### src/hw/rtl/direct_mapped_read_cache_defines.svh
// Assertion macros shared by the cache RTL.
`ifndef DIRECT_MAPPED_READ_CACHE_DEFINES_SVH
`define DIRECT_MAPPED_READ_CACHE_DEFINES_SVH

// Same-cycle implication, disabled while reset is asserted.
`define DMRC_ASSERT_NOW(lbl, clk, rst_n, ante, cons, msg) \
    lbl: assert property (@(posedge clk) disable iff (!rst_n) (ante) |-> (cons)) \
        else $error(msg);

// Next-cycle implication, disabled while reset is asserted.
`define DMRC_ASSERT_NEXT(lbl, clk, rst_n, ante, cons, msg) \
    lbl: assert property (@(posedge clk) disable iff (!rst_n) (ante) |=> (cons)) \
        else $error(msg);

`endif

### src/hw/rtl/dmrc_pkg.sv
// Types, constants and helpers of the direct-mapped read cache.
package dmrc_pkg;

    // Fixed field widths and default geometry.
    localparam int DMRC_ADDR_W      = 10;
    localparam int DMRC_PADDR_W     = 3;
    localparam int DMRC_BLOCK_BYTES = 8;
    localparam int DMRC_NUM_LINES   = 4;
    localparam int DMRC_MEM_BYTES   = 1024;

    localparam logic [7:0] HIT_COST_RESET     = 8'd1;
    localparam logic [7:0] MISS_PENALTY_RESET = 8'd10;
    localparam logic [31:0] SAT32             = 32'hFFFF_FFFF;

    // Command codes.
    localparam logic CMD_PRELOAD = 1'b0;
    localparam logic CMD_READ    = 1'b1;

    // Configuration register indexes.
    typedef enum logic [0:0] {
        REG_HIT_COST     = 1'b0,
        REG_MISS_PENALTY = 1'b1
    } t_reg_idx;

    // Controller states.
    typedef enum logic [2:0] {
        S_CLEAR,
        S_IDLE,
        S_LOOKUP,
        S_FILL
    } t_state;

    // One input beat.
    typedef struct packed {
        logic                   command;
        logic [DMRC_ADDR_W-1:0] address;
        logic [7:0]             write_byte;
    } t_in_item;

    // One result beat.
    typedef struct packed {
        logic        was_hit;
        logic [7:0]  read_byte;
        logic [31:0] time_stamp;
        logic [31:0] miss_total;
    } t_out_item;

    // Saturating add of an 8-bit increment to a 32-bit counter.
    function automatic logic [31:0] sat_add32(input logic [31:0] a, input logic [7:0] b);
        logic [32:0] s;
        s = {1'b0, a} + {25'd0, b};
        return s[32] ? SAT32 : s[31:0];
    endfunction

endpackage

### src/hw/rtl/dmrc_ram.sv
// Simple dual-port synchronous RAM with a registered read port.
module dmrc_ram import dmrc_pkg::*; #(
    parameter int DEPTH  = DMRC_NUM_LINES,
    parameter int DATA_W = 8,
    localparam int AW    = (DEPTH > 1) ? $clog2(DEPTH) : 1
) (
    input  logic              i_clk,
    input  logic              i_we,
    input  logic [AW-1:0]     i_waddr,
    input  logic [DATA_W-1:0] i_wdata,
    input  logic [AW-1:0]     i_raddr,
    output logic [DATA_W-1:0] o_rdata
);

    logic [DATA_W-1:0] r_mem [DEPTH];
    logic [DATA_W-1:0] r_rdata;

    // Write port.
    always_ff @(posedge i_clk) begin
        if (i_we) begin
            r_mem[i_waddr] <= i_wdata;
        end
    end

    // Read port, registered.
    always_ff @(posedge i_clk) begin
        r_rdata <= r_mem[i_raddr];
    end

    assign o_rdata = r_rdata;

endmodule

### config.mk
export PLATFORM = sky130hd
export DESIGN_NAME = dmrc_ram
export DESIGN_NICKNAME = d
export VERILOG_FILES = /design/src/hw/rtl/direct_mapped_read_cache_defines.svh /design/src/hw/rtl/dmrc_pkg.sv /design/src/hw/rtl/dmrc_ram.sv
export SDC_FILE = /design/constraint.sdc
export NUM_CORES = 1
export LEC_CHECK = 0
export BUFFER_PORTS_ARGS = -buffer_cell sky130_fd_sc_hd__buf_2
export CORE_MARGIN = 2
export CORE_UTILIZATION = 57
export CTS_BUF_LIST = sky130_fd_sc_hd__clkbuf_4
export CTS_CLUSTER_DIAMETER = 80
export CTS_CLUSTER_SIZE = 28
export DETAILED_ROUTE_END_ITERATION = 8
export PLACE_DENSITY = 0.8
export SLEW_MARGIN = 30
export SYNTH_ARGS = -nofsm -noshare
export SYNTH_HDL_FRONTEND = slang
export SYNTH_SLANG_ARGS = --single-unit
### constraint.sdc
create_clock -name i_clk -period 1.5 [get_ports i_clk]
set_clock_uncertainty 0.15 [all_clocks]
set_input_delay 0.075 -clock i_clk [delete_from_list [all_inputs] [get_ports i_clk]]
set_output_delay 0.075 -clock i_clk [all_outputs]
set_load 0.1 [all_outputs]
==> flow_metrics.env, run 1 <==
export IMPL_setup_viol=0
export IMPL_design_power_total_uw=2088
export IMPL_reg2reg_setup_slack_ns=0.37
export IMPL_drt_pass1_iterations=2
export IMPL_routabilityCongestion=0.6827
export IMPL_timing_critical_path_depth=1
export IMPL_cell_chain_critical_path="buf_2"
export IMPL_critPathCaptureType="output pin"
export IMPL_synth_top_flop_cell="edfxtp_1"
export IMPL_clock_sinks=40
export IMPL_syn_instance_count=54
export IMPL_dr_total_vias=635
export IMPL_initial_utilization_pct=60.39
export IMPL_synth_edff_count=32
export IMPL_status="complete, no violations"
export IMPL_area_growth_synth_to_finish_pct=20.59
export IMPL_grt_first_pass_wirelength_um=3111
export IMPL_clkLatencyLatePin_ns=0.34
export IMPL_grt_max_degree=12
export IMPL_routed_via_density=5.336
export IMPL_fp_row_count=17
export IMPL_wl_per_cell_um=16.18
export IMPL_number_of_max_capacitance_violations_reported=0
export IMPL_worst_r2r_endpoint="o_rdata[0]"
export IMPL_clk_transition_reported_paths_ns=0.11
export IMPL_post_synth_most_frequent_cells="edfxtp_1, dfxtp_1, mux4_2, and3b_1"
export IMPL_fmax_ghz=0.7629
export IMPL_max_slew_worst_pin_slew_ns=0.4912
export IMPL_r2r_start="r_mem[2][0]"
export IMPL_setup_total_negative_slack_ns=0
export IMPL_critPathMaxFanout=1
export IMPL_buffer_ports_inserted=21
export IMPL_synth_seq_cells=40
export IMPL_hold_viol_final=0
export IMPL_finalWorstPathRequiredPeriod_ns=1.311
export IMPL_cts_buffers=5
export IMPL_clockRootBuffer="clkbuf_4"
export IMPL_cts_path_max_buffers=2
export IMPL_timing_critical_path_required_ns=1.27
export IMPL_leakagePower_uw=0.0005927
export IMPL_num_io_pins=22
export IMPL_synthArstFlopShare_pct=0
export IMPL_synth_most_common_cell="edfxtp_1"
export IMPL_diodes=0
export IMPL_reg2regPathDepth=1
export IMPL_post_cts_setup_buffers=0
export IMPL_power_density_cell_area_nw_per_um2=1283
export IMPL_critPathMaxStageDelay_ns=0.42
export IMPL_type_of_the_most_critical_hold_path="input port to register"
export IMPL_ys_warn_count=0
export IMPL_drc=0
export IMPL_tritoncts_clock_tree="built"
export IMPL_htree_levels=2
export IMPL_synth_seq_area_share_pct=83.12
export IMPL_syn_cell_area_um2=1349
export IMPL_timing_critical_path_arrival_ns=1.09
export IMPL_yosysTopAreaCell="edfxtp_1"
export IMPL_global_route_total_overflow=0
export IMPL_critical_path_slowest_cell="buf_2"
export IMPL_post_cts_hold_buffer_count=9
export IMPL_drt_first_iter_violations=12
export IMPL_max_slew_margin_pct=67.48
export IMPL_post_route_cells_drive_above_1_share_pct=40.66
export IMPL_die_height_um=52.65
export IMPL_critical_path_top_delay_family="buffers and inverters"
export IMPL_track_usage_pct=17.95
export IMPL_timing_worst_setup_path_type="register to output pin"
export IMPL_cts_resized=0
export IMPL_die_width_um=52.65
export IMPL_floorplan_core_area_um2=2233
export IMPL_grt_antenna_before_repair=0
export IMPL_worstSetupStartpointType="register"
export IMPL_grt_setup_unrepaired="no"
export IMPL_finish_net_count=104
export IMPL_synth_largest_type_area_fraction_pct=71.24
export IMPL_timing_critical_path_to="o_rdata[4]"
export IMPL_wl_um=1926
export IMPL_die_footprint_um2=2772
export IMPL_synth_area_leaders="edfxtp_1, mux4_2, dfxtp_1"
export IMPL_drt_antenna_violating_nets=0
export IMPL_ys_types=8
export IMPL_syn_area_per_cell_um2=24.98
export IMPL_startpoint="o_rdata[4]"
export IMPL_grt_pass1_vias=673
export IMPL_vdd_ir_drop_max_mv=0.8948
export IMPL_nFillCells=138
export IMPL_final_max_slew_violation_count=0
export IMPL_final_period_utilization_pct=87.39
export IMPL_cp_num_buf_inv=1
export IMPL_syn_nets=68
[registers in the layout, summed over array words and instances, names as in the netlist]
signal	count
r_mem	32
o_rdata	8
[worst min path at each step]
stage                          start           to  slack, ns  cells after the start
after floorplan           i_wdata[0]  r_mem[0][0]       0.02                      0
after global routing      i_waddr[0]  r_mem[0][3]       0.08                      3
after CTS                 i_waddr[1]  r_mem[0][3]       0.08                      3
final                     i_waddr[0]  r_mem[0][3]        0.1                      3
after global placement    i_wdata[2]  r_mem[3][2]       0.14                      1
after detailed placement  i_wdata[7]  r_mem[2][7]       0.14                      1
[routing by layer]
layer	GRT usage (%)	part of all wire (%)	vias to the layer above
li1	-	-	297
met5	0	0	-
met2	30.21	54	18
met3	6.000	5.1	5
met4	11.54	2.2	0
met1	19.10	39	315
[through the flow]
| stage | hold WS, ns | setup slack (ns) | instances | utilization [%] | cell area, um2 |
|---|---|---|---|---|---|
| 3_5_place_dp | 0.1408 | 0.3164 | 102 | 66.27 | 1480 |
| 4_1_cts | 0.08058 | 0.1708 | 119 | 72.83 | 1627 |
| 2_1_floorplan | 0.02387 | 0.2109 | 54 | - | 1349 |
| 5_1_grt | 0.08420 | 0.1443 | 119 | 72.83 | 1627 |
| 6_report | 0.09654 | 0.1892 | 119 | 72.83 | 1627 |
| 3_3_place_gp | 0.1362 | 0.3390 | 102 | 66.27 | 1480 |
[cells in the final DEF, fill, tap and decap left out, drive strengths merged]
| cell | Yosys | routed |
|---|---|---|
| edfxtp | 32 | 32 |
| buf | 1 | 22 |
| dlygate4sd3 | 0 | 9 |
| mux4 | 8 | 8 |
| dfxtp | 8 | 8 |
| clkbuf | 1 | 7 |
| and3b | 2 | 2 |
| nor3b | 1 | 1 |
| and3 | 1 | 1 |
| clkinv | 0 | 1 |
[final cells by class]
type / count / area, um2 / area share, %
Sequential cell: 40 / 1121 / 68.92
Multi-Input combinational cell: 12 / 211.5 / 13.00
Timing Repair Buffer: 31 / 202.7 / 12.46
Clock buffer: 7 / 52.55 / 3.231
Tap cell: 28 / 35.03 / 2.154
Clock inverter: 1 / 3.754 / 0.2308
[cell families after synthesis]
| logic type | after synthesis | synth area share, % |
|---|---|---|
| simple gates | 4 | 2.320 |
| mux | 8 | 13.36 |
| flops | 40 | 83.12 |
| buf+inv | 2 | 1.206 |
[where the power goes]
group	internal (uW)	total, uW	switching (uW)	leakage [uW]
clock network	216	525	309	0.0000338
registers	1260	1280	13.6	0.000361
logic	76.6	286	209	0.000197
No activity file was read; power rests on OpenSTA's default activity.
==> run 2: changes to the inputs <==
--- a/config.mk
+++ b/config.mk
@@ -5,6 +5,7 @@
 export SDC_FILE = /design/constraint.sdc
 export NUM_CORES = 1
 export LEC_CHECK = 0
+export ABC_CLOCK_PERIOD_IN_PS = 1500
 export BUFFER_PORTS_ARGS = -buffer_cell sky130_fd_sc_hd__buf_2
 export CORE_MARGIN = 2
 export CORE_UTILIZATION = 57
==> constraint.sdc (replaced) <==
create_clock -name i_clk -period 1.5 [get_ports i_clk]
set_clock_uncertainty 0.15 [all_clocks]
set_input_delay 0.15 -clock i_clk [delete_from_list [all_inputs] [get_ports i_clk]]
set_output_delay 0.15 -clock i_clk [all_outputs]
set_load 0.1 [all_outputs]
==> flow_metrics.env, run 2 (synthesis results as in run 1) <==
export IMPL_placedInstanceArea_um2=1480
export IMPL_post_cts_setup_buffers=0
export IMPL_largest_register_ffs=32
export IMPL_leakagePower_uw=0.0005908
export IMPL_track_usage_pct=17.29
export IMPL_final_cell_mix="edfxtp_1, buf_2, mux4_2, dlygate4sd3_1, dfxtp_1"
export IMPL_cell_chain_critical_path="buf_2"
export IMPL_global_route_total_overflow=0
export IMPL_cts_path_max_buffers=2
export IMPL_routed_via_density=5.424
export IMPL_fin_area_um2=1618
export IMPL_vdd_ir_drop_max_mv=0.8408
export IMPL_number_of_max_capacitance_violations_reported=0
export IMPL_num_io_pins=22
export IMPL_drc=0
export IMPL_diodes=0
export IMPL_critPathCaptureType="output pin"
export IMPL_cp_num_buf_inv=1
export IMPL_type_of_the_most_critical_hold_path="input port to register"
export IMPL_regMostFlops="r_mem"
export IMPL_wl_per_cell_um=16.61
export IMPL_post_cts_hold_buffer_count=8
export IMPL_routabilityCongestion=0.6825
export IMPL_final_max_slew_violation_count=0
export IMPL_clockRootBuffer="clkbuf_4"
export IMPL_hold_viol_final=0
export IMPL_status="complete, no violations"
export IMPL_post_route_cells_drive_above_1_share_pct=42.22
export IMPL_buffer_ports_inserted=21
export IMPL_timing_critical_path_required_ns=1.20
export IMPL_postLayoutCoreUtil_pct=72.44
export IMPL_power_density_cell_area_nw_per_um2=1291
export IMPL_floorplan_core_area_um2=2233
export IMPL_htree_levels=2
export IMPL_clkLatencyLatePin_ns=0.33
export IMPL_critical_path_top_delay_family="buffers and inverters"
export IMPL_timing_worst_setup_path_type="register to output pin"
export IMPL_critPathMaxStageDelay_ns=0.42
export IMPL_fp_row_count=17
export IMPL_die_footprint_um2=2772
export IMPL_clk_transition_reported_paths_ns=0.11
export IMPL_final_common_cell="edfxtp_1"
export IMPL_final_cells=118
export IMPL_max_slew_worst_pin_slew_ns=0.4877
export IMPL_timing_critical_path_arrival_ns=1.09
export IMPL_grt_setup_unrepaired="no"
export IMPL_wl_um=1960
export IMPL_grt_antenna_before_repair=0
export IMPL_worstSetupStartpointType="register"
export IMPL_grt_first_pass_wirelength_um=3042
export IMPL_design_power_total_uw=2088
export IMPL_cts_buffers=5
export IMPL_setup_total_negative_slack_ns=0
export IMPL_area_growth_synth_to_finish_pct=19.94
export IMPL_drt_antenna_violating_nets=0
export IMPL_setup_viol=0
export IMPL_fmax_ghz=0.7181
export IMPL_tritoncts_clock_tree="built"
export IMPL_clock_sinks=40
export IMPL_finalWorstPathRequiredPeriod_ns=1.393
export IMPL_die_width_um=52.65
export IMPL_critical_path_slowest_cell="buf_2"
export IMPL_drt_pass1_iterations=2
export IMPL_cts_resized=0
export IMPL_placedCellCount=102
export IMPL_finish_net_count=103
export IMPL_critPathMaxFanout=1
export IMPL_die_height_um=52.65
export IMPL_final_period_utilization_pct=92.84
export IMPL_grt_max_degree=13
export IMPL_drt_first_iter_violations=9
export IMPL_dr_total_vias=640
export IMPL_initial_utilization_pct=60.39
export IMPL_max_slew_margin_pct=67.71
export IMPL_grt_pass1_vias=686
-- run 2: cell type report --
class / instances / area (um2)
Clock buffer: 7 / 52.55
Clock inverter: 1 / 5.005
Fill cell: 137 / 615.6
Multi-Input combinational cell: 12 / 211.5
Sequential cell: 40 / 1121
Tap cell: 28 / 35.03
Timing Repair Buffer: 30 / 192.7
-- run 2: routing by layer --
metal	wire length (um)	up-vias	track usage (%)
met3	56	9	5.429
li1	-	291	-
met1	701	321	17.35
met5	0	-	0
met2	1138	19	30.21
met4	64	0	11.54
-- run 2: path summary, 6_finish.rpt --
path / cells after the start / end / slack [ns] / startpoint
max reg2reg: 1 / o_rdata[5] / 0.39 / r_mem[3][5]
min reg2reg: 1 / o_rdata[6] / 0.39 / r_mem[2][6]
min: 2 / o_rdata[6] / 0.08 / i_raddr[1]
max: 1 / o_rdata[4] / 0.11 / o_rdata[4]
-- run 2: per-stage QoR --
step / hold WS (ns) / worst slack [ns]
2_1_floorplan: 0.09887 / 0.1359
3_3_place_gp: 0.2112 / 0.2634
3_5_place_dp: 0.2182 / 0.2321
4_1_cts: 0.07631 / 0.09448
5_1_grt: 0.07065 / 0.05579
6_report: 0.07678 / 0.1074
-- run 2: power by group --
group | switching (uW) | internal, uW | total [uW]
clock | 308 | 219 | 527
sequential | 14.2 | 1260 | 1280
combinational | 209 | 75.0 | 284
total | 531 | 1560 | 2090
==> run 3: changes to the inputs <==
--- a/config.mk
+++ b/config.mk
@@ -7,8 +7,10 @@
 export LEC_CHECK = 0
 export ABC_CLOCK_PERIOD_IN_PS = 1500
 export BUFFER_PORTS_ARGS = -buffer_cell sky130_fd_sc_hd__buf_2
+export CELL_PAD_IN_SITES_DETAIL_PLACEMENT = 2
+export CELL_PAD_IN_SITES_GLOBAL_PLACEMENT = 2
 export CORE_MARGIN = 2
-export CORE_UTILIZATION = 57
+export CORE_UTILIZATION = 44
 export CTS_BUF_LIST = sky130_fd_sc_hd__clkbuf_4
 export CTS_CLUSTER_DIAMETER = 80
 export CTS_CLUSTER_SIZE = 28
==> flow_metrics.env, run 3 (synthesis results as in run 1) <==
export IMPL_cts_path_max_buffers=2
export IMPL_die_footprint_um2=3524
export IMPL_grt_max_degree=13
export IMPL_final_period_utilization_pct=93.54
export IMPL_worst_r2r_endpoint="o_rdata[1]"
export IMPL_placedInstanceArea_um2=1486
export IMPL_final_hold_worst_slack_ns=0.09148
export IMPL_htree_levels=2
export IMPL_routed_via_density=5.179
export IMPL_worstSetupStartpointType="register"
export IMPL_type_of_the_most_critical_hold_path="input port to register"
export IMPL_area_growth_synth_to_finish_pct=22.08
export IMPL_clkLatencyLatePin_ns=0.33
export IMPL_finalWorstPathRequiredPeriod_ns=1.403
export IMPL_setup_viol=0
export IMPL_critPathMaxFanout=1
export IMPL_post_route_cells_drive_above_1_share_pct=42.22
export IMPL_critical_path_top_delay_family="buffers and inverters"
export IMPL_grt_first_pass_wirelength_um=3408
export IMPL_drc=0
export IMPL_hold_end="o_rdata[7]"
export IMPL_floorplan_core_area_um2=2978
export IMPL_grt_pass1_vias=686
export IMPL_timing_critical_path_required_ns=1.20
export IMPL_critPathCaptureType="output pin"
export IMPL_drt_first_iter_violations=43
export IMPL_vdd_ir_drop_max_mv=0.8976
export IMPL_max_slew_margin_pct=67.66
export IMPL_routabilityCongestion=0.6424
export IMPL_drt_antenna_violating_nets=0
export IMPL_die_width_um=59.37
export IMPL_regMostFlops="r_mem"
export IMPL_nFillCells=254
export IMPL_timing_critical_path_arrival_ns=1.10
export IMPL_finish_net_count=103
export IMPL_initial_utilization_pct=45.29
export IMPL_worst_hold_startpoint="i_raddr[1]"
export IMPL_holdPathStages=2
export IMPL_post_cts_setup_buffers=0
export IMPL_hold_viol_final=0
export IMPL_max_slew_worst_pin_slew_ns=0.4885
export IMPL_r2r_start="r_mem[3][1]"
export IMPL_wl_um=2223
export IMPL_setup_total_negative_slack_ns=0
export IMPL_die_height_um=59.37
export IMPL_global_route_total_overflow=0
export IMPL_grt_antenna_before_repair=0
export IMPL_track_usage_pct=15.00
export IMPL_final_max_slew_violation_count=0
export IMPL_num_io_pins=22
export IMPL_tritoncts_clock_tree="built"
export IMPL_leakagePower_uw=0.0006004
export IMPL_reg2reg_setup_slack_ns=0.38
export IMPL_number_of_max_capacitance_violations_reported=0
export IMPL_clock_sinks=40
export IMPL_dr_total_vias=637
export IMPL_fin_area_um2=1647
export IMPL_critPathMaxStageDelay_ns=0.43
export IMPL_clockRootBuffer="clkbuf_4"
export IMPL_fmax_ghz=0.7127
export IMPL_status="complete, no violations"
export IMPL_wl_per_cell_um=18.07
export IMPL_drt_pass1_iterations=2
export IMPL_diodes=0
export IMPL_clk_transition_reported_paths_ns=0.11
export IMPL_grt_setup_unrepaired="no"
export IMPL_cell_chain_critical_path="buf_2"
export IMPL_final_common_cell="edfxtp_1"
export IMPL_timing_worst_setup_path_type="register to output pin"
export IMPL_largest_register_ffs=32
export IMPL_final_cell_mix="edfxtp_1, buf_2, mux4_2, dlygate4sd3_1, dfxtp_1"
export IMPL_cp_num_buf_inv=1
export IMPL_fp_row_count=20
export IMPL_critical_path_slowest_cell="buf_2"
export IMPL_cts_buffers=5
export IMPL_power_density_cell_area_nw_per_um2=1368
export IMPL_buffer_ports_inserted=21
export IMPL_reg2regPathDepth=1
run 3: report_power, final:
group          leakage [uW]  switching (uW)  internal, uW
Sequential         0.000361            15.6          1260
Clock             0.0000456             319           368
Combinational      0.000193             211          75.0
Total              0.000600             546          1710
run 3: per-layer routing:
| layer | global-route usage (%) | wire (um) |
|---|---|---|
| met3 | 4.585 | 109 |
| met2 | 24.18 | 1129 |
| met1 | 17.21 | 926 |
| met4 | 9.740 | 57 |
| met5 | 0 | 0 |
run 3: per-stage QoR:
| stage | util (%) | power (uW) | setup WS [ns] | cells |
|---|---|---|---|---|
| floorplan | - | 1514 | 0.1359 | 54 |
| global placement | 49.92 | 1566 | 0.2341 | 107 |
| detailed placement | 49.92 | 1580 | 0.2064 | 107 |
| CTS | 55.29 | 2282 | 0.08013 | 123 |
| global route | 55.29 | 2349 | 0.04850 | 123 |
| finish | 55.29 | 2252 | 0.09688 | 123 |
run 3: repair_timing:
item,4_1_cts,5_1_grt
hold endpoints to repair,32,0
hold buffers,8,0
resized for setup,0,0
run 3: worst max-delay path by stage:
| stage | start | endpoint | slack (ns) | cells after the start |
|---|---|---|---|---|
| after floorplan | i_waddr[0] | r_mem[0][0] | 0.14 | 1 |
| after global placement | i_raddr[0] | o_rdata[6] | 0.23 | 2 |
| after detailed placement | i_raddr[0] | o_rdata[1] | 0.21 | 2 |
| after CTS | o_rdata[4] | o_rdata[4] | 0.08 | 1 |
| after global routing | o_rdata[4] | o_rdata[4] | 0.05 | 1 |
| final | o_rdata[4] | o_rdata[4] | 0.1 | 1 |
run 3: final cells by class:
class | instances | area [um2] | share of cell area [%]
Sequential cell | 40 | 1121 | 68.09
Timing Repair Buffer | 30 | 192.7 | 11.70
Clock buffer | 6 | 45.04 | 2.736
Multi-Input combinational cell | 12 | 211.5 | 12.84
Tap cell | 33 | 41.29 | 2.508
Clock inverter | 2 | 35.03 | 2.128
